$ cat src/sv/bvre_pkg.sv
// ============================================================================
// Bit vector range engine package
// Shared types and constants for the bitmap range engine and its word unit.
// ============================================================================
`default_nettype none

package bvre_pkg;

   // Width of one bitmap word and of the bit offset inside it.
   localparam int WORD_BITS   = 32;
   localparam int OFFSET_BITS = 5;

   // Field widths of the request, response and register beats.
   localparam int KIND_BITS = 3;
   localparam int POS_BITS  = 8;
   localparam int BIU_BITS  = 9;

   // Value of the vector length register after reset.
   localparam logic [BIU_BITS-1:0] BIU_RESET = 9'd256;

   // Operation codes carried in the kind field of a request beat.
   typedef enum logic [KIND_BITS-1:0] {
      KIND_SET_BIT     = 3'd0,
      KIND_CLEAR_BIT   = 3'd1,
      KIND_SET_RANGE   = 3'd2,
      KIND_CLEAR_RANGE = 3'd3,
      KIND_TEST_RANGE  = 3'd4,
      KIND_SET_ALL     = 3'd5,
      KIND_CLEAR_ALL   = 3'd6,
      KIND_FIND_HIGH   = 3'd7
   } kind_type;

   // Operation that the word unit applies to each visited word.
   typedef enum logic [1:0] {
      OP_SET   = 2'd0,
      OP_CLEAR = 2'd1,
      OP_TEST  = 2'd2,
      OP_FIND  = 2'd3
   } op_type;

   // Result of the word unit for one visited word.
   typedef struct packed {
      logic [WORD_BITS-1:0]   new_word;
      logic                   any_hit;
      logic                   nonzero;
      logic [OFFSET_BITS-1:0] msb;
   } word_result_type;

endpackage

`default_nettype wire

$ cat src/sv/bvre_req_if.sv
// ============================================================================
// Request channel
// Valid/ready channel that carries one operation beat into the engine.
// ============================================================================
`default_nettype none

interface bvre_req_if import bvre_pkg::*; ();

   logic                 valid;
   logic                 ready;
   logic [KIND_BITS-1:0] kind;
   logic [POS_BITS-1:0]  start_req;
   logic [POS_BITS-1:0]  end_pos;

   modport source (output valid, output kind, output start_req, output end_pos,
                   input ready);
   modport sink   (input valid, input kind, input start_req, input end_pos,
                   output ready);

endinterface

`default_nettype wire

$ cat src/sv/bvre_rsp_if.sv
// ============================================================================
// Response channel
// Valid/ready channel that carries one result beat out of the engine.
// ============================================================================
`default_nettype none

interface bvre_rsp_if import bvre_pkg::*; ();

   logic                valid;
   logic                ready;
   logic                hit;
   logic [POS_BITS-1:0] position;
   logic                error;

   modport source (output valid, output hit, output position, output error,
                   input ready);
   modport sink   (input valid, input hit, input position, input error,
                   output ready);

endinterface

`default_nettype wire

$ cat src/sv/bit_vector_range_engine.sv
// ============================================================================
// Bit vector range engine
// Bitmap of WORDS 32-bit words with bit and range set, clear and test, set
// and clear of all covered words, and a search for the highest set bit.
// ============================================================================
// Operation: one item at a time. The engine reads the words that an item
//   covers one word per cycle through the single read port and the shared
//   word unit, then posts the result beat from the done state; an item that
//   visits no word goes straight to the done state. The next request is
//   taken once the engine is back in idle. An untaken result beat stalls
//   the done state. Reset: synchronous; the bitmap reads as all zero through
//   per-word valid bits and the vector length register returns to 256.
// ============================================================================
`default_nettype none

module bit_vector_range_engine import bvre_pkg::*; #(
   parameter int WORDS = 8
) (
   input  wire logic                clock,
   input  wire logic                reset,
   bvre_req_if.sink                 req_bus,
   bvre_rsp_if.source               rsp_bus,
   input  wire logic                csr_write_en,
   input  wire logic [BIU_BITS-1:0] csr_write_data
);

   localparam int WI = (WORDS > 1) ? $clog2(WORDS) : 1;
   localparam int SW = 7;
   localparam logic [SW-1:0] WORDS_W = SW'(WORDS);

   typedef enum logic [1:0] {
      ST_IDLE,
      ST_RUN,
      ST_DONE
   } state_type;

   // Control and result registers.
   state_type              state_ff, state_in;
   logic [BIU_BITS-1:0]    biu_ff;
   op_type                 op_ff, op_in;
   logic [POS_BITS-1:0]    s_ff, s_in;
   logic [POS_BITS-1:0]    e_ff, e_in;
   logic                   bound_lo_ff, bound_lo_in;
   logic                   bound_hi_ff, bound_hi_in;
   logic                   down_ff, down_in;
   logic [WI-1:0]          cur_ff, cur_in;
   logic [WI-1:0]          last_ff, last_in;
   logic                   first_ff, first_in;
   logic                   issue_ff, issue_in;
   logic                   pend_ff, pend_in;
   logic [WI-1:0]          pend_w_ff, pend_w_in;
   logic                   pend_first_ff, pend_first_in;
   logic                   pend_last_ff, pend_last_in;
   logic                   hit_acc_ff, hit_acc_in;
   logic [POS_BITS-1:0]    pos_ff, pos_in;
   logic                   err_ff, err_in;
   logic                   rsp_valid_ff, rsp_valid_in;
   logic                   rsp_hit_ff, rsp_hit_in;
   logic [POS_BITS-1:0]    rsp_pos_ff, rsp_pos_in;
   logic                   rsp_err_ff, rsp_err_in;
   logic [WORDS-1:0]       valid_ff;

   // Memory and its registered read port.
   logic [WORD_BITS-1:0]   bitmap_mem [WORDS];
   logic [WORD_BITS-1:0]   rd_data_ff;
   logic                   rd_valid_ff;
   logic                   wr_en;

   // Request decode helpers.
   kind_type               req_kind;
   logic [SW-1:0]          s_word;
   logic [SW-1:0]          e_word;
   logic [9:0]             cov_sum;
   logic [SW-1:0]          cov_raw;
   logic [SW-1:0]          cov_words;
   logic [SW-1:0]          lo_word;
   logic [SW-1:0]          hi_word;
   logic                   no_words;
   logic                   dec_err;

   // Word unit connections.
   logic [WORD_BITS-1:0]   word_cur;
   logic [OFFSET_BITS-1:0] lo_bit;
   logic [OFFSET_BITS-1:0] hi_bit;
   word_result_type        wres;
   logic [POS_BITS-1:0]    pend_base;
   logic                   finish;

   assign req_bus.ready    = (state_ff == ST_IDLE);
   assign rsp_bus.valid    = rsp_valid_ff;
   assign rsp_bus.hit      = rsp_hit_ff;
   assign rsp_bus.position = rsp_pos_ff;
   assign rsp_bus.error    = rsp_err_ff;

   // A word never written reads as zero.
   assign word_cur  = rd_valid_ff ? rd_data_ff : '0;
   assign lo_bit    = (pend_first_ff && bound_lo_ff) ? s_ff[4:0] : 5'd0;
   assign hi_bit    = (pend_last_ff && bound_hi_ff) ? e_ff[4:0] : 5'd31;
   assign pend_base = POS_BITS'({pend_w_ff, 5'b0});

   bvre_word_unit u_word (
      .op      (op_ff),
      .lo_bit  (lo_bit),
      .hi_bit  (hi_bit),
      .word_in (word_cur),
      .result  (wres)
   );

   // Word span of the incoming request.
   assign req_kind  = kind_type'(req_bus.kind);
   assign s_word    = SW'(req_bus.start_req[7:5]);
   assign e_word    = SW'(req_bus.end_pos[7:5]);
   assign cov_sum   = 10'(biu_ff) + 10'd31;
   assign cov_raw   = SW'(cov_sum[9:5]);
   assign cov_words = (cov_raw > WORDS_W) ? WORDS_W : cov_raw;

   always_comb begin
      lo_word  = s_word;
      hi_word  = s_word;
      no_words = 1'b0;
      dec_err  = 1'b0;
      unique case (req_kind)
         KIND_SET_BIT, KIND_CLEAR_BIT: begin
            no_words = (s_word >= WORDS_W);
         end
         KIND_SET_RANGE, KIND_CLEAR_RANGE, KIND_TEST_RANGE: begin
            dec_err  = (req_bus.start_req > req_bus.end_pos);
            hi_word  = (e_word >= WORDS_W) ? (WORDS_W - 7'd1) : e_word;
            no_words = dec_err || (s_word >= WORDS_W);
         end
         KIND_SET_ALL, KIND_CLEAR_ALL: begin
            lo_word  = '0;
            hi_word  = cov_words - 7'd1;
            no_words = (cov_words == '0);
         end
         KIND_FIND_HIGH: begin
            lo_word  = cov_words - 7'd1;
            hi_word  = '0;
            no_words = (cov_words == '0);
         end
         default: begin
            no_words = 1'b1;
         end
      endcase
   end

   // Sequencer: accept, walk the words one per cycle, then post the result.
   always_comb begin
      state_in      = state_ff;
      op_in         = op_ff;
      s_in          = s_ff;
      e_in          = e_ff;
      bound_lo_in   = bound_lo_ff;
      bound_hi_in   = bound_hi_ff;
      down_in       = down_ff;
      cur_in        = cur_ff;
      last_in       = last_ff;
      first_in      = first_ff;
      issue_in      = issue_ff;
      pend_in       = pend_ff;
      pend_w_in     = pend_w_ff;
      pend_first_in = pend_first_ff;
      pend_last_in  = pend_last_ff;
      hit_acc_in    = hit_acc_ff;
      pos_in        = pos_ff;
      err_in        = err_ff;
      rsp_valid_in  = rsp_valid_ff && !rsp_bus.ready;
      rsp_hit_in    = rsp_hit_ff;
      rsp_pos_in    = rsp_pos_ff;
      rsp_err_in    = rsp_err_ff;
      wr_en         = 1'b0;
      finish        = 1'b0;

      unique case (state_ff)
         ST_IDLE: begin
            if (req_bus.valid) begin
               unique case (req_kind)
                  KIND_SET_BIT, KIND_SET_RANGE, KIND_SET_ALL: op_in = OP_SET;
                  KIND_CLEAR_BIT, KIND_CLEAR_RANGE, KIND_CLEAR_ALL: op_in = OP_CLEAR;
                  KIND_TEST_RANGE: op_in = OP_TEST;
                  default: op_in = OP_FIND;
               endcase
               s_in = req_bus.start_req;
               if (req_kind == KIND_SET_BIT || req_kind == KIND_CLEAR_BIT) begin
                  e_in = req_bus.start_req;
               end else begin
                  e_in = req_bus.end_pos;
               end
               bound_lo_in = (req_kind == KIND_SET_BIT) || (req_kind == KIND_CLEAR_BIT)
                          || (req_kind == KIND_SET_RANGE)
                          || (req_kind == KIND_CLEAR_RANGE)
                          || (req_kind == KIND_TEST_RANGE);
               // A single bit always ends in its own word; a range ends in the
               // last word only when its end lies inside the bitmap.
               bound_hi_in = (req_kind == KIND_SET_BIT) || (req_kind == KIND_CLEAR_BIT)
                          || (bound_lo_in && (e_word < WORDS_W));
               down_in     = (req_kind == KIND_FIND_HIGH);
               cur_in      = lo_word[WI-1:0];
               last_in     = hi_word[WI-1:0];
               first_in    = 1'b1;
               issue_in    = !no_words;
               pend_in     = 1'b0;
               hit_acc_in  = 1'b0;
               pos_in      = '0;
               err_in      = dec_err;
               state_in    = no_words ? ST_DONE : ST_RUN;
            end
         end
         ST_RUN: begin
            // Process the word whose read data has just arrived.
            if (pend_ff) begin
               if (op_ff == OP_SET || op_ff == OP_CLEAR) begin
                  wr_en = 1'b1;
               end
               if (op_ff == OP_TEST && wres.any_hit) begin
                  hit_acc_in = 1'b1;
               end
               if (op_ff == OP_FIND && wres.nonzero) begin
                  hit_acc_in = 1'b1;
                  pos_in     = pend_base | POS_BITS'(wres.msb);
                  finish     = 1'b1;
               end
               if (pend_last_ff) begin
                  finish = 1'b1;
               end
            end
            // Issue the read of the next word unless the walk is over.
            if (finish) begin
               issue_in = 1'b0;
               pend_in  = 1'b0;
               state_in = ST_DONE;
            end else if (issue_ff) begin
               pend_in       = 1'b1;
               pend_w_in     = cur_ff;
               pend_first_in = first_ff;
               pend_last_in  = (cur_ff == last_ff);
               first_in      = 1'b0;
               if (cur_ff == last_ff) begin
                  issue_in = 1'b0;
               end else if (down_ff) begin
                  cur_in = cur_ff - WI'(1);
               end else begin
                  cur_in = cur_ff + WI'(1);
               end
            end else begin
               pend_in = 1'b0;
            end
         end
         ST_DONE: begin
            if (!rsp_valid_ff || rsp_bus.ready) begin
               rsp_valid_in = 1'b1;
               rsp_hit_in   = hit_acc_ff;
               rsp_pos_in   = pos_ff;
               rsp_err_in   = err_ff;
               state_in     = ST_IDLE;
            end
         end
         default: begin
            state_in = ST_IDLE;
         end
      endcase
   end

   // State, registered outputs and per-word valid bits.
   always_ff @(posedge clock) begin
      if (reset) begin
         state_ff     <= ST_IDLE;
         biu_ff       <= BIU_RESET;
         issue_ff     <= 1'b0;
         pend_ff      <= 1'b0;
         rsp_valid_ff <= 1'b0;
         valid_ff     <= '0;
      end else begin
         state_ff     <= state_in;
         issue_ff     <= issue_in;
         pend_ff      <= pend_in;
         rsp_valid_ff <= rsp_valid_in;
         if (csr_write_en) begin
            biu_ff <= csr_write_data;
         end
         if (wr_en) begin
            valid_ff[pend_w_ff] <= 1'b1;
         end
      end
      op_ff         <= op_in;
      s_ff          <= s_in;
      e_ff          <= e_in;
      bound_lo_ff   <= bound_lo_in;
      bound_hi_ff   <= bound_hi_in;
      down_ff       <= down_in;
      cur_ff        <= cur_in;
      last_ff       <= last_in;
      first_ff      <= first_in;
      pend_w_ff     <= pend_w_in;
      pend_first_ff <= pend_first_in;
      pend_last_ff  <= pend_last_in;
      hit_acc_ff    <= hit_acc_in;
      pos_ff        <= pos_in;
      err_ff        <= err_in;
      rsp_hit_ff    <= rsp_hit_in;
      rsp_pos_ff    <= rsp_pos_in;
      rsp_err_ff    <= rsp_err_in;
   end

   // Bitmap memory: one write and one registered read per cycle.
   always_ff @(posedge clock) begin
      if (wr_en) begin
         bitmap_mem[pend_w_ff] <= wres.new_word;
      end
      rd_data_ff  <= bitmap_mem[cur_ff];
      rd_valid_ff <= valid_ff[cur_ff];
   end

   // Memory writes happen only while walking words.
   a_write_in_run: assert property (@(posedge clock) disable iff (reset)
      wr_en |-> (state_ff == ST_RUN))
      else $error("bitmap write outside of the word walk");

   // A result beat appears only after the done state.
   a_rsp_from_done: assert property (@(posedge clock) disable iff (reset)
      $rose(rsp_valid_ff) |-> $past(state_ff == ST_DONE))
      else $error("result beat raised outside of the done state");

   // A reversed range reports no hit and no position.
   a_err_clean: assert property (@(posedge clock) disable iff (reset)
      (rsp_valid_ff && rsp_err_ff) |-> (!rsp_hit_ff && rsp_pos_ff == '0))
      else $error("error result carries a hit or a position");

   // A pending read exists only while walking words.
   a_pend_in_run: assert property (@(posedge clock) disable iff (reset)
      pend_ff |-> (state_ff == ST_RUN))
      else $error("read in flight outside of the word walk");

   // A nonzero position only comes with a hit.
   a_pos_hit: assert property (@(posedge clock) disable iff (reset)
      (rsp_valid_ff && rsp_pos_ff != '0) |-> rsp_hit_ff)
      else $error("position reported without a hit");

endmodule

`default_nettype wire

$ cat src/sv/bvre_word_unit.sv
// ============================================================================
// Word unit
// Shared unit that masks, updates, tests and scans one 32-bit bitmap word.
// ============================================================================
`default_nettype none

module bvre_word_unit import bvre_pkg::*; (
   input  wire op_type                 op,
   input  wire logic [OFFSET_BITS-1:0] lo_bit,
   input  wire logic [OFFSET_BITS-1:0] hi_bit,
   input  wire logic [WORD_BITS-1:0]   word_in,
   output word_result_type             result
);

   logic [WORD_BITS-1:0]   mask;
   logic [OFFSET_BITS-1:0] msb;

   // Bits lo_bit through hi_bit of the word, inclusive.
   assign mask = ({WORD_BITS{1'b1}} << lo_bit)
               & ({WORD_BITS{1'b1}} >> (5'd31 - hi_bit));

   // Index of the highest set bit; the last set bit seen wins.
   always_comb begin
      msb = '0;
      for (int i = 0; i < WORD_BITS; i++) begin
         if (word_in[i]) begin
            msb = OFFSET_BITS'(i);
         end
      end
   end

   // Update of the word for set and clear, other operations keep it.
   always_comb begin
      result.new_word = word_in;
      case (op)
         OP_SET:   result.new_word = word_in | mask;
         OP_CLEAR: result.new_word = word_in & ~mask;
         default:  result.new_word = word_in;
      endcase
      result.any_hit = |(word_in & mask);
      result.nonzero = |word_in;
      result.msb     = msb;
   end

endmodule

`default_nettype wire

$ cat src/flat_wrapper.sv
// flat-port wrapper written by rule: the top's interface ports become plain ports
module bit_vector_range_engine_flat import bvre_pkg::*;
#(
   parameter int WORDS = 8
)
  (clock, reset, csr_write_en, csr_write_data, req_bus_valid, req_bus_kind, req_bus_start_req, req_bus_end_pos, req_bus_ready, rsp_bus_valid, rsp_bus_hit, rsp_bus_position, rsp_bus_error, rsp_bus_ready);
  bvre_req_if req_bus_i ();
  bvre_rsp_if rsp_bus_i ();
  input  wire logic clock;
  input  wire logic reset;
  input  wire logic csr_write_en;
  input  wire logic [BIU_BITS-1:0] csr_write_data;
  input wire logic [$bits(req_bus_i.valid)-1:0] req_bus_valid;
  input wire logic [$bits(req_bus_i.kind)-1:0] req_bus_kind;
  input wire logic [$bits(req_bus_i.start_req)-1:0] req_bus_start_req;
  input wire logic [$bits(req_bus_i.end_pos)-1:0] req_bus_end_pos;
  output wire logic [$bits(req_bus_i.ready)-1:0] req_bus_ready;
  output wire logic [$bits(rsp_bus_i.valid)-1:0] rsp_bus_valid;
  output wire logic [$bits(rsp_bus_i.hit)-1:0] rsp_bus_hit;
  output wire logic [$bits(rsp_bus_i.position)-1:0] rsp_bus_position;
  output wire logic [$bits(rsp_bus_i.error)-1:0] rsp_bus_error;
  input wire logic [$bits(rsp_bus_i.ready)-1:0] rsp_bus_ready;
  assign req_bus_i.valid = req_bus_valid;
  assign req_bus_i.kind = req_bus_kind;
  assign req_bus_i.start_req = req_bus_start_req;
  assign req_bus_i.end_pos = req_bus_end_pos;
  assign req_bus_ready = req_bus_i.ready;
  assign rsp_bus_valid = rsp_bus_i.valid;
  assign rsp_bus_hit = rsp_bus_i.hit;
  assign rsp_bus_position = rsp_bus_i.position;
  assign rsp_bus_error = rsp_bus_i.error;
  assign rsp_bus_i.ready = rsp_bus_ready;
  bit_vector_range_engine #(.WORDS(WORDS)) u_core (.clock(clock), .reset(reset), .req_bus(req_bus_i), .rsp_bus(rsp_bus_i), .csr_write_en(csr_write_en), .csr_write_data(csr_write_data));
endmodule
$ cat config.mk
export PLATFORM = sky130hd
export DESIGN_NAME = bit_vector_range_engine_flat
export DESIGN_NICKNAME = d
export VERILOG_FILES = /design/src/sv/bvre_pkg.sv /design/src/sv/bvre_req_if.sv /design/src/sv/bvre_rsp_if.sv /design/src/sv/bit_vector_range_engine.sv /design/src/sv/bvre_word_unit.sv /design/src/flat_wrapper.sv
export SDC_FILE = /design/constraint.sdc
export NUM_CORES = 1
export LEC_CHECK = 0
export BUFFER_PORTS_ARGS = -buffer_cell sky130_fd_sc_hd__clkbuf_2
export CELL_PAD_IN_SITES_DETAIL_PLACEMENT = 1
export CELL_PAD_IN_SITES_GLOBAL_PLACEMENT = 2
export CORE_UTILIZATION = 42
export DETAILED_ROUTE_END_ITERATION = 8
export PLACE_DENSITY_LB_ADDON = 0.25
export SYNTH_ARGS = -nofsm -noshare
export SYNTH_HDL_FRONTEND = slang
export SYNTH_SLANG_ARGS = --single-unit
$ cat constraint.sdc
create_clock -name clock -period 3.8 [get_ports clock]
set_input_delay 1.14 -clock clock [delete_from_list [all_inputs] [get_ports clock]]
set_output_delay 1.14 -clock clock [all_outputs]
set_load 0.01 [all_outputs]
# Word level (Yosys, flattened, before mapping)
# Memories as Yosys holds them, arrays and structs flattened. A register that Yosys moved wholly into a read port is not among the register bits.
# Cells that the tools add are included.
# Widths: inputs -> output; s select.
# word_totals
regBits	70
ramBits	256
in_bits	33
n_memories	1
# classes
addsub	5
order_cmp	8
eq_ne	22
shift	2
muxes	89
bitwise_logic	8
n_reduce_logical	40
# memory_table
memory	depth	word_bits	rd	rd_clocked_by_memory_dff	write_ports	line_no	rtl
u_core.bitmap_mem	8	32	1	1	1	bit_vector_range_engine.sv:64	logic [WORD_BITS-1:0] bitmap_mem [WORDS];
# ops
operator	n
$mux 5	34
$and 32x32->32	3
$pmux 32 s2	1
$reduce_or 32->1	2
$mux 32	1
$not 32->32	1
$or 32x32->32	1
$shl 32x5->32 const A	1
$shr 32x5->32 const A	1
$mux 1	27
$mux 8	3
$mux 3	6
$pmux 8 s2	1
$eq 3x3->1 const B	4
$lt 3x4->1 const B	3
$pmux 2 s3	2
$pmux 3 s2	2
$reduce_and 4->1	3
$reduce_or 3->1	4
$add 9x5->10 const B	1
$ne 2x1->1 const B	5
$pmux 3 s3	1
$ge 3x4->1 const B	2
$gt 8x8->1	1
other kinds (31)	64

# Logic depth before layout (Yosys ltp)
# Gate-level depths: netlist of run 1.
# logic_depth
ltp_word	36
mapped_depth	10
ltp_nobuf	10

# Hierarchy
# From an unflattened synthesis of run 1, not the netlist that was laid out.
# hier_totals
cells_unflattened	1017
hier_area_um2	15295.9
# modules_own_cells
module	n_inst	cells_each	area_per_inst_um2	seq_area_each_um2
bit_vector_range_engine	1	727	13678.1	10199.8
bvre_word_unit	1	290	1617.8	0.0

# Worst setup path before layout of run 1
# Ideal clock, no wire load.
# synth_path
path_type	flip-flop to flip-flop
start	register u_core.state_ff[1]
end	memory u_core.bitmap_mem[0][0], enable pin
setup_ns	0.463
arrival_ns	3.394
required_time_ns	3.337
path_slack_ns	-0.057
path_stages_with_launch	7
path_buffers	1
synth_period_minus_slack_ns	3.857
path_cell_list	dfxtp_1 > nand2b_1 > buf_2 > inv_2 > nand2_1 > or3_1 > nor3_1
# synth_between
elab_chain_len	4
# synth_rtl
item	line_no	rtl
from (decl)	bit_vector_range_engine.sv:38	state_type state_ff, state_in;
from (signal assigned)	bit_vector_range_engine.sv:274	state_ff <= state_in;
$eq 2x1->1	bit_vector_range_engine.sv:174	unique case (state_ff)
$mux 1	bit_vector_range_engine.sv:174	
$mux 1	bit_vector_range_engine.sv:307	if (wr_en) begin
$mux 1 (not written as such)	bit_vector_range_engine.sv:308	bitmap_mem[pend_w_ff] <= wres.new_word;
to (decl)	bit_vector_range_engine.sv:64	
# No other way between the ends.

# Final worst setup path of run 1
# layout_path
start	register u_core.e_ff[4]
end	register u_core.hit_acc_ff, enable pin
# layout_between
elab_chain_len	9
# layout_rtl
item	line_no	rtl
from (decl)	bit_vector_range_engine.sv:42	logic [POS_BITS-1:0] e_ff, e_in;
from (signal assigned)	bit_vector_range_engine.sv:287	e_ff <= e_in;
$mux 5	bit_vector_range_engine.sv:98	assign hi_bit = (pend_last_ff && bound_hi_ff) ? e_ff[4:0] : 5'd31;
$sub 5x5->5	bvre_word_unit.sv:20	& ({WORD_BITS{1'b1}} >> (5'd31 - hi_bit));
$shr 32x5->32	bvre_word_unit.sv:20	
$and 32x32->32	bvre_word_unit.sv:20	
$and 32x32->32	bvre_word_unit.sv:40	result.any_hit = |(word_in & mask);
$reduce_or 32->1	bvre_word_unit.sv:40	
$logic_and 1x1->1	bit_vector_range_engine.sv:215	if (op_ff == OP_TEST && wres.any_hit) begin
$ne 3x1->1 (no line)	-	
$reduce_and 4->1 (no line)	-	
to (signal assigned)	bit_vector_range_engine.sv:297	hit_acc_ff <= hit_acc_in;
to (decl)	bit_vector_range_engine.sv:54	logic hit_acc_ff, hit_acc_in;
# No other way between the ends.
# A chain may end at the register's enable or synchronous reset.

==> results.sh, run 1 <==
export IMPL_status="finished, final reports clean"
export IMPL_postSynth_topFlopCell="sky130_fd_sc_hd__edfxtp_1"
export IMPL_via_count_of_the_first_global_routing_pass=9093
export IMPL_totalNegativeSetupSlack_ns=0
export IMPL_clk_transition_reported_paths_ns=0.06
export IMPL_p_leak_nw=5.80
export IMPL_timing_final_crit_share=0.749
export IMPL_netSwitchingPower_mw=2.25
export IMPL_synth_seq_area_share=0.679
export IMPL_syn_mean_instance_area_sq_um=15.7
export IMPL_slew_headroom=0.130
export IMPL_combinationalPowerShare=0.107
export IMPL_least_margin_pin_slew_ns=1.29
export IMPL_grt_overflow_total=0
export IMPL_sw_frac_of_total=0.243
export IMPL_clock_skew_final_ns=0.0211
export IMPL_critPathArrivalTime_ns=3.15
export IMPL_synth_area_leaders="sky130_fd_sc_hd__edfxtp_1 (61%), sky130_fd_sc_hd__mux4_2 (9.9%), sky130_fd_sc_hd__dfxtp_1 (7.3%)"
export IMPL_ctsLongestPathBuffers=3
export IMPL_fraction_of_layout_instances_using_a_drive_strength_above_1=0.238
export IMPL_critical_path_required_ns=4.10
export IMPL_cellInternalPower_mw=7.02
export IMPL_post_route_util=0.491
export IMPL_die_width_microns=191
export IMPL_fill_cells=3361
export IMPL_clkSinkCount=358
export IMPL_clk_root_buffer_cell="sky130_fd_sc_hd__clkbuf_16"
export IMPL_floorplan_rows=68
export IMPL_fp_dieArea_sq_um=36500
export IMPL_cts_inserted_buffers=38
export IMPL_ctsHoldBuffers=0
export IMPL_ir_worst_vdd_mv=0.511
export IMPL_grt_max_degree=45
export IMPL_area_growth_syn_to_layout_pct=14.1
export IMPL_yosysTopAreaCell="sky130_fd_sc_hd__edfxtp_1"
export IMPL_async_flop_share=0
export IMPL_endpoint_kind="register"
export IMPL_clk_insertion_delay_late_ns=0.54
export IMPL_grt_first_pass_wirelength_microns=57100
export IMPL_routed_wire_length_per_instance_microns=25.1
export IMPL_placeableCoreArea_sq_um=34900
export IMPL_start_kind="register"
export IMPL_max_cap_viol_count=0
export IMPL_detailed_route_vias_per_instance=5.83
export IMPL_top_level_ports=45
export IMPL_grt_setup_unrepaired="no"
export IMPL_floorplan_initialDensity=0.430
export IMPL_dr_first_iter_drc_count=689
export IMPL_finalCriticalPeriod_ns=2.85
export IMPL_die_height_microns=191
export IMPL_wl_microns=37700
export IMPL_grt_antenna_before_repair=0
export IMPL_syn_instance_count=957
export IMPL_post_route_drc_count=0
export IMPL_post_dp_hpwl_microns=24000
export IMPL_num_vias=8761
export IMPL_critical_path_peak_fanout=8
export IMPL_antennaDiodeCount=0
export IMPL_post_cts_setup_buffers=0
export IMPL_gp_congestion=0.895
export IMPL_yosysTopAreaCellShare=0.606
export IMPL_synth_nets=1000
export IMPL_number_of_levels_the_h_tree_was_split_into=2
export IMPL_seq_power_share=0.502
export IMPL_synth_edf_count=303
export IMPL_clock_power_share=0.392
export IMPL_fin_worst_hold_slack_ns=0.428
export IMPL_synthDistinctLibCells=68
export IMPL_yosys_register_bits=358
export IMPL_power_density_nw_per_um2=541
export IMPL_report_final_slew_viol_count=0
export IMPL_tritoncts="yes"
export IMPL_antenna_left=0
export IMPL_hold_viol=0
export IMPL_port_buffer_count=44
export IMPL_synth_warning_count=0
export IMPL_globalRouteTotalUtil=0.213
export IMPL_synth_area_sq_um=15000
export IMPL_drtPass1Iterations=5
export IMPL_max_freq_mhz=351
export IMPL_cts_resized_gates=0
export IMPL_hold_path_class="reg2reg"
export IMPL_count_of_final_setup_violators=0
export IMPL_critPathKind="reg2reg"
export IMPL_finish_net_count=1061
[sequential cells by signal, summed over array words and instances (netlist names), 5 cells and up]
| name | cells |
|---|---|
| u_core.rsp_bus.position | 8 |
| u_core.rd_data_ff | 32 |
| u_core.valid_ff | 8 |
| u_core.pos_ff | 8 |
| u_core.bitmap_mem | 256 |
| u_core.biu_ff | 9 |
| u_core.s_ff | 5 |
| u_core.e_ff | 5 |
[power groups by stage]
stage	clock (mW)	sequential, mW	combinational (mW)
after global routing	3.84	4.66	1.08
after detailed placement	0	4.73	0.995
after global placement	0	4.73	0.976
after CTS	3.71	4.64	1.00
final	3.63	4.65	0.988
after floorplan	0	4.61	0.727
[metrics by stage]
stage          instance area, sq um  cells  worst slack (ns)  power (mW)
2_1_floorplan                 15000    957             0.135        5.34
3_3_place_gp                  15900   1433             0.801        5.70
3_5_place_dp                  15900   1433             0.733        5.72
4_1_cts                       17100   1502             0.947        9.35
5_1_grt                       17100   1502             0.743        9.58
6_report                      17100   1502             0.953        9.26
[final timing paths]
path | startpoint | end | slack (ns) | cells past startpoint
setup / recovery | u_core.e_ff[4] | u_core.hit_acc_ff | 0.95 | 7
hold / removal | u_core.pos_ff[0] | u_core.rsp_bus.position[0] | 0.43 | 0
setup reg to reg | u_core.e_ff[4] | u_core.hit_acc_ff | 0.95 | 7
hold reg to reg | u_core.pos_ff[0] | u_core.rsp_bus.position[0] | 0.43 | 0
[logic make-up (layout without fill, tap and decap cells)]
family | Yosys count | in the layout | synth area share
mux | 122 | 122 | 0.139
compound gates | 171 | 171 | 0.0811
simple gates | 204 | 204 | 0.0646
buf+inv | 83 | 173 | 0.0217
xor+xnor | 9 | 9 | 0.00525
fa+ha+maj | 10 | 10 | 0.00883
flops | 358 | 358 | 0.679
[worst max-delay path, cell delays in order (launching register included)]
cell	delay [ns]
sky130_fd_sc_hd__edfxtp_1	0.51
sky130_fd_sc_hd__nand4bb_1	0.49
sky130_fd_sc_hd__o32a_1	0.45
sky130_fd_sc_hd__a22o_1	0.20
sky130_fd_sc_hd__a2111oi_2	0.50
sky130_fd_sc_hd__nand4_1	0.14
sky130_fd_sc_hd__nor4_1	0.23
sky130_fd_sc_hd__o21bai_1	0.10
[synth_stat cells, types with 4 or more instances]
cell type / number
sky130_fd_sc_hd__o21ai_0: 26
sky130_fd_sc_hd__xnor2_1: 5
sky130_fd_sc_hd__nand2_1: 51
sky130_fd_sc_hd__o22ai_1: 5
sky130_fd_sc_hd__o311ai_0: 11
sky130_fd_sc_hd__mux2i_1: 21
sky130_fd_sc_hd__xor2_1: 4
sky130_fd_sc_hd__nor4_1: 6
sky130_fd_sc_hd__buf_1: 9
sky130_fd_sc_hd__a31oi_1: 4
sky130_fd_sc_hd__a211oi_1: 5
sky130_fd_sc_hd__nand3_1: 20
sky130_fd_sc_hd__nor2b_1: 4
sky130_fd_sc_hd__edfxtp_1: 303
sky130_fd_sc_hd__o32ai_1: 6
sky130_fd_sc_hd__mux2_2: 35
sky130_fd_sc_hd__mux4_2: 66
sky130_fd_sc_hd__ha_1: 9
sky130_fd_sc_hd__clkbuf_1: 33
sky130_fd_sc_hd__dfxtp_1: 55
sky130_fd_sc_hd__nor2_1: 72
sky130_fd_sc_hd__a221oi_1: 4
sky130_fd_sc_hd__a21oi_1: 26
sky130_fd_sc_hd__buf_2: 12
sky130_fd_sc_hd__nor3_1: 9
sky130_fd_sc_hd__and2_1: 7
sky130_fd_sc_hd__a22oi_1: 5
sky130_fd_sc_hd__o21ai_1: 5
sky130_fd_sc_hd__inv_1: 28
sky130_fd_sc_hd__o41ai_1: 13
sky130_fd_sc_hd__nand2b_1: 11
sky130_fd_sc_hd__o211ai_1: 14
sky130_fd_sc_hd__o31ai_1: 13
sky130_fd_sc_hd__nand4_1: 4
[per-layer routing]
| metal | global-route usage | vias up | wire (microns) |
|---|---|---|---|
| li1 | - | 3942 | - |
| met1 | 0.303 | 4593 | 17400 |
| met2 | 0.345 | 169 | 18000 |
| met3 | 0.0288 | 57 | 1570 |
| met4 | 0.0556 | 0 | 689 |
| met5 | 0 | - | 0 |
[layout make-up]
class	count	area [sq um]	area share
Sequential cell	358	10200	0.595
Multi-Input combinational cell	516	4550	0.266
Inverter	29	109	0.00635
Tap cell	455	569	0.0332
Timing Repair Buffer	75	478	0.0279
Clock buffer	52	1080	0.0633
Clock inverter	17	148	0.00861
[cells in the final DEF, fill, tap and decap left out, types with 7 or more instances in the layout]
| cell | count |
|---|---|
| sky130_fd_sc_hd__and2_1 | 7 |
| sky130_fd_sc_hd__nor2_1 | 66 |
| sky130_fd_sc_hd__clkbuf_1 | 7 |
| sky130_fd_sc_hd__clkinv_2 | 8 |
| sky130_fd_sc_hd__nand3_1 | 20 |
| sky130_fd_sc_hd__a21oi_1 | 26 |
| sky130_fd_sc_hd__o21ai_0 | 26 |
| sky130_fd_sc_hd__o31ai_1 | 13 |
| sky130_fd_sc_hd__clkbuf_16 | 39 |
| sky130_fd_sc_hd__nor3_1 | 7 |
| sky130_fd_sc_hd__ha_1 | 9 |
| sky130_fd_sc_hd__edfxtp_1 | 303 |
| sky130_fd_sc_hd__nand2b_1 | 11 |
| sky130_fd_sc_hd__o311ai_0 | 11 |
| sky130_fd_sc_hd__mux2_2 | 35 |
| sky130_fd_sc_hd__buf_4 | 29 |
| sky130_fd_sc_hd__inv_1 | 28 |
| sky130_fd_sc_hd__dfxtp_1 | 55 |
| sky130_fd_sc_hd__o211ai_1 | 14 |
| sky130_fd_sc_hd__mux4_2 | 66 |
| sky130_fd_sc_hd__mux2i_1 | 21 |
| sky130_fd_sc_hd__clkbuf_2 | 44 |
| sky130_fd_sc_hd__nand2_1 | 51 |
| sky130_fd_sc_hd__o41ai_1 | 13 |
Power figures use the tool's default switching activity.
==> inputs of run 2 (changes only) <==
ABC_AREA = 1   (was default)
CORE_UTILIZATION = 37   (was 42)
clock period = 2.41 ns   (was 3.8 ns; I/O delays follow)
==> run 2 against run 1 <==
  * The run now ends with setup timing left
  * Cell count is 50% higher
  * Core utilization decreased by 0.98 points
  * Combinational power increased to 4.6 times the previous value
  * Via count is 30% higher
  * Wire length increased by 23%
  * Largest cell class unchanged
==> results.sh, run 2 <==
export IMPL_ir_worst_vdd_mv=0.607
export IMPL_synthDistinctLibCells=51
export IMPL_drtPass1Iterations=5
export IMPL_worst_setup_slack_after_placement_ns=-0.420
export IMPL_multiplexer_share_of_the_synthesized_area=0.00131
export IMPL_clock_skew_final_ns=0.0142
export IMPL_floorplan_initialDensity=0.374
export IMPL_synth_warning_count=0
export IMPL_synth_most_common_cell="sky130_fd_sc_hd__nor2_1"
export IMPL_number_of_levels_the_h_tree_was_split_into=2
export IMPL_port_buffer_count=44
export IMPL_gp_congestion=0.946
export IMPL_synth_simple_area_share=0.148
export IMPL_status="finished, violations left"
export IMPL_globalRouteTotalUtil=0.225
export IMPL_power_density_nw_per_um2=931
export IMPL_clk_insertion_delay_late_ns=0.55
export IMPL_critical_path_peak_fanout=9
export IMPL_setup_slack_ns=-0.172
export IMPL_critical_path_required_ns=2.90
export IMPL_top_level_ports=45
export IMPL_registers_top_by_ff_count="u_core.bitmap_mem"
export IMPL_detailed_route_vias_per_instance=5.08
export IMPL_slew_headroom=0.615
export IMPL_floorplan_rows=74
export IMPL_max_freq_mhz=387
export IMPL_clk_transition_reported_paths_ns=0.06
export IMPL_dr_first_iter_drc_count=611
export IMPL_tritoncts="yes"
export IMPL_placeableCoreArea_sq_um=40700
export IMPL_combinational_family_with_the_most_area_after_synthesis="simple AND/OR/NAND/NOR gates"
export IMPL_num_vias=11400
export IMPL_cts_inserted_buffers=39
export IMPL_synth_cells_most_frequent="sky130_fd_sc_hd__nor2_1 (349), sky130_fd_sc_hd__edfxtp_1 (303), sky130_fd_sc_hd__o21ai_0 (181)"
export IMPL_synth_fa_ha_area_frac=0.00870
export IMPL_finish_net_count=1729
export IMPL_fraction_of_layout_instances_using_a_drive_strength_above_1=0.263
export IMPL_ctsLongestPathBuffers=3
export IMPL_syn_mean_instance_area_sq_um=10.5
export IMPL_syn_instance_count=1446
export IMPL_violations="setup timing"
export IMPL_finalCriticalPeriod_ns=2.58
export IMPL_antenna_left=0
export IMPL_antennaDiodeCount=0
export IMPL_area_growth_syn_to_layout_pct=28.7
export IMPL_reg_top3="u_core.bitmap_mem x256, u_core.rd_data_ff x32, u_core.biu_ff x9"
export IMPL_start_kind="register"
export IMPL_synth_seq_area_share=0.669
export IMPL_via_count_of_the_first_global_routing_pass=12100
export IMPL_timing_final_crit_share=1.07
export IMPL_synth_xor_xnor_area_share=0.00345
export IMPL_hold_viol=0
export IMPL_grt_setup_unrepaired="yes"
export IMPL_critPathArrivalTime_ns=3.07
export IMPL_max_cap_viol_count=0
export IMPL_yosysTopAreaCell="sky130_fd_sc_hd__edfxtp_1"
export IMPL_synth_compound_area_frac=0.125
export IMPL_synth_area_sq_um=15200
export IMPL_synth_edf_count=303
export IMPL_die_width_microns=205
export IMPL_totalNegativeSetupSlack_ns=-0.937
export IMPL_least_margin_pin_slew_ns=0.574
export IMPL_instance_area_at_placement_sq_um=17600
export IMPL_clkSinkCount=358
export IMPL_yosys_register_bits=358
export IMPL_async_flop_share=0
export IMPL_endpoint_kind="register"
export IMPL_mostFrequentLayoutCells="sky130_fd_sc_hd__nor2_1 (320), sky130_fd_sc_hd__edfxtp_1 (303), sky130_fd_sc_hd__buf_4 (195)"
export IMPL_count_of_final_setup_violators=12
export IMPL_stdcell_area_sq_um=19600
export IMPL_die_height_microns=205
export IMPL_routed_wire_length_per_instance_microns=20.6
export IMPL_p_leak_nw=7.58
export IMPL_ctsHoldBuffers=0
export IMPL_post_route_drc_count=0
export IMPL_max_ffs_per_register=256
export IMPL_postSynth_topFlopCell="sky130_fd_sc_hd__edfxtp_1"
export IMPL_critPathKind="reg2reg"
export IMPL_report_final_slew_viol_count=0
export IMPL_synth_nets=1489
export IMPL_wl_microns=46400
export IMPL_grt_overflow_total=0
export IMPL_hold_path_class="in2reg"
export IMPL_grt_first_pass_wirelength_microns=70600
export IMPL_layout_commonest_cell="sky130_fd_sc_hd__nor2_1"
export IMPL_post_dp_hpwl_microns=30100
export IMPL_clk_root_buffer_cell="sky130_fd_sc_hd__clkbuf_16"
export IMPL_yosysTopAreaCellShare=0.597
export IMPL_grt_antenna_before_repair=0
export IMPL_grt_max_degree=61
export IMPL_synth_area_leaders="sky130_fd_sc_hd__edfxtp_1 (60%), sky130_fd_sc_hd__nor2_1 (8.6%), sky130_fd_sc_hd__dfxtp_1 (7.2%)"
export IMPL_fp_dieArea_sq_um=42000
## run 2: changes by cell type in the layout (fill, tap and decap cells not counted), sizes merged, moves of 38 or more
| cell | change |
|---|---|
| nand2 | +115 |
| a31oi | +38 |
| inv | +79 |
| mux4 | -66 |
| buf | +190 |
| o21ai | +150 |
| nor2 | +285 |
## run 2: cell type report
class / count / area (sq um)
Clock inverter: 16 / 158
Clock buffer: 55 / 1170
Timing Repair Buffer: 265 / 2150
Multi-Input combinational cell: 911 / 4850
Tap cell: 532 / 666
Sequential cell: 358 / 10200
Fill cell: 4460 / 21100
Inverter: 111 / 423
## run 2: cells by family after synthesis
family	Yosys count
flip-flops	358
adder cells (fa/ha/maj)	10
AO/OA/AOI/OAI	336
AND/OR/NAND/NOR	557
multiplexers	2
buffers and inverters	177
XOR/XNOR	6
## run 2: report_power, final
| group | leakage, nW | internal [mW] | switching [mW] |
|---|---|---|---|
| combinational | 3.71 | 1.78 | 2.80 |
| clock | 0.650 | 3.70 | 2.39 |
| sequential | 3.22 | 7.37 | 0.236 |
| total | 7.58 | 12.8 | 5.43 |
## run 2: worst max-delay path, stage by stage (launching register included)
cell and delay, ns:
sky130_fd_sc_hd__dfxtp_4 0.37, sky130_fd_sc_hd__buf_12 0.15, sky130_fd_sc_hd__buf_4 0.16, sky130_fd_sc_hd__o21ai_1 0.14
sky130_fd_sc_hd__nand2_1 0.16, sky130_fd_sc_hd__inv_1 0.14, sky130_fd_sc_hd__nand2_2 0.07, sky130_fd_sc_hd__nor3_2 0.14
sky130_fd_sc_hd__nand2_1 0.10, sky130_fd_sc_hd__nand3_2 0.11, sky130_fd_sc_hd__a21oi_4 0.07, sky130_fd_sc_hd__nor2_2 0.12
sky130_fd_sc_hd__inv_2 0.07, sky130_fd_sc_hd__nor2_4 0.11, sky130_fd_sc_hd__inv_2 0.05, sky130_fd_sc_hd__or2_4 0.25
sky130_fd_sc_hd__buf_6 0.12, sky130_fd_sc_hd__nand3_4 0.05, sky130_fd_sc_hd__o211ai_2 0.08, sky130_fd_sc_hd__inv_2 0.06
## run 2: timing repair
| action | in CTS | in global routing |
|---|---|---|
| gates resized for setup | 88 | 57 |
| setup buffers | 28 | 4 |
| cloned | 1 | 0 |
| pin swaps | 13 | 12 |
| setup endpoints to repair | 157 | 211 |
## run 2: routing by layer
layer,vias to the layer above,share of wire,GRT usage
met3,70,0.029,0.0317
met4,0,0.022,0.0624
met5,-,0,0
li1,5514,-,-
met2,147,0.49,0.382
met1,5681,0.46,0.299
## run 2: stage by stage
stage | power (mW) | utilization | hold slack (ns) | std cells
detailed placement | 11.7 | 0.431 | 0.411 | 2148
CTS | 18.2 | 0.476 | 0.369 | 2247
finish | 18.3 | 0.482 | 0.387 | 2248
global route | 19.1 | 0.482 | 0.376 | 2248
floorplan | 9.81 | - | 0.400 | 1446
global placement | 11.6 | 0.431 | 0.406 | 2148
## run 2: path summary, 6_finish.rpt
kind / start / endpoint / slack, ns / cells past startpoint
worst max register to register: u_core.rd_valid_ff / u_core.issue_ff / -0.17 / 19
worst min register to register: u_core.pos_ff[1] / u_core.rsp_bus.position[1] / 0.42 / 0
worst min-delay path: req_bus_start_req[0] / u_core.s_ff[0] / 0.39 / 1
worst max-delay path: u_core.rd_valid_ff / u_core.issue_ff / -0.17 / 19
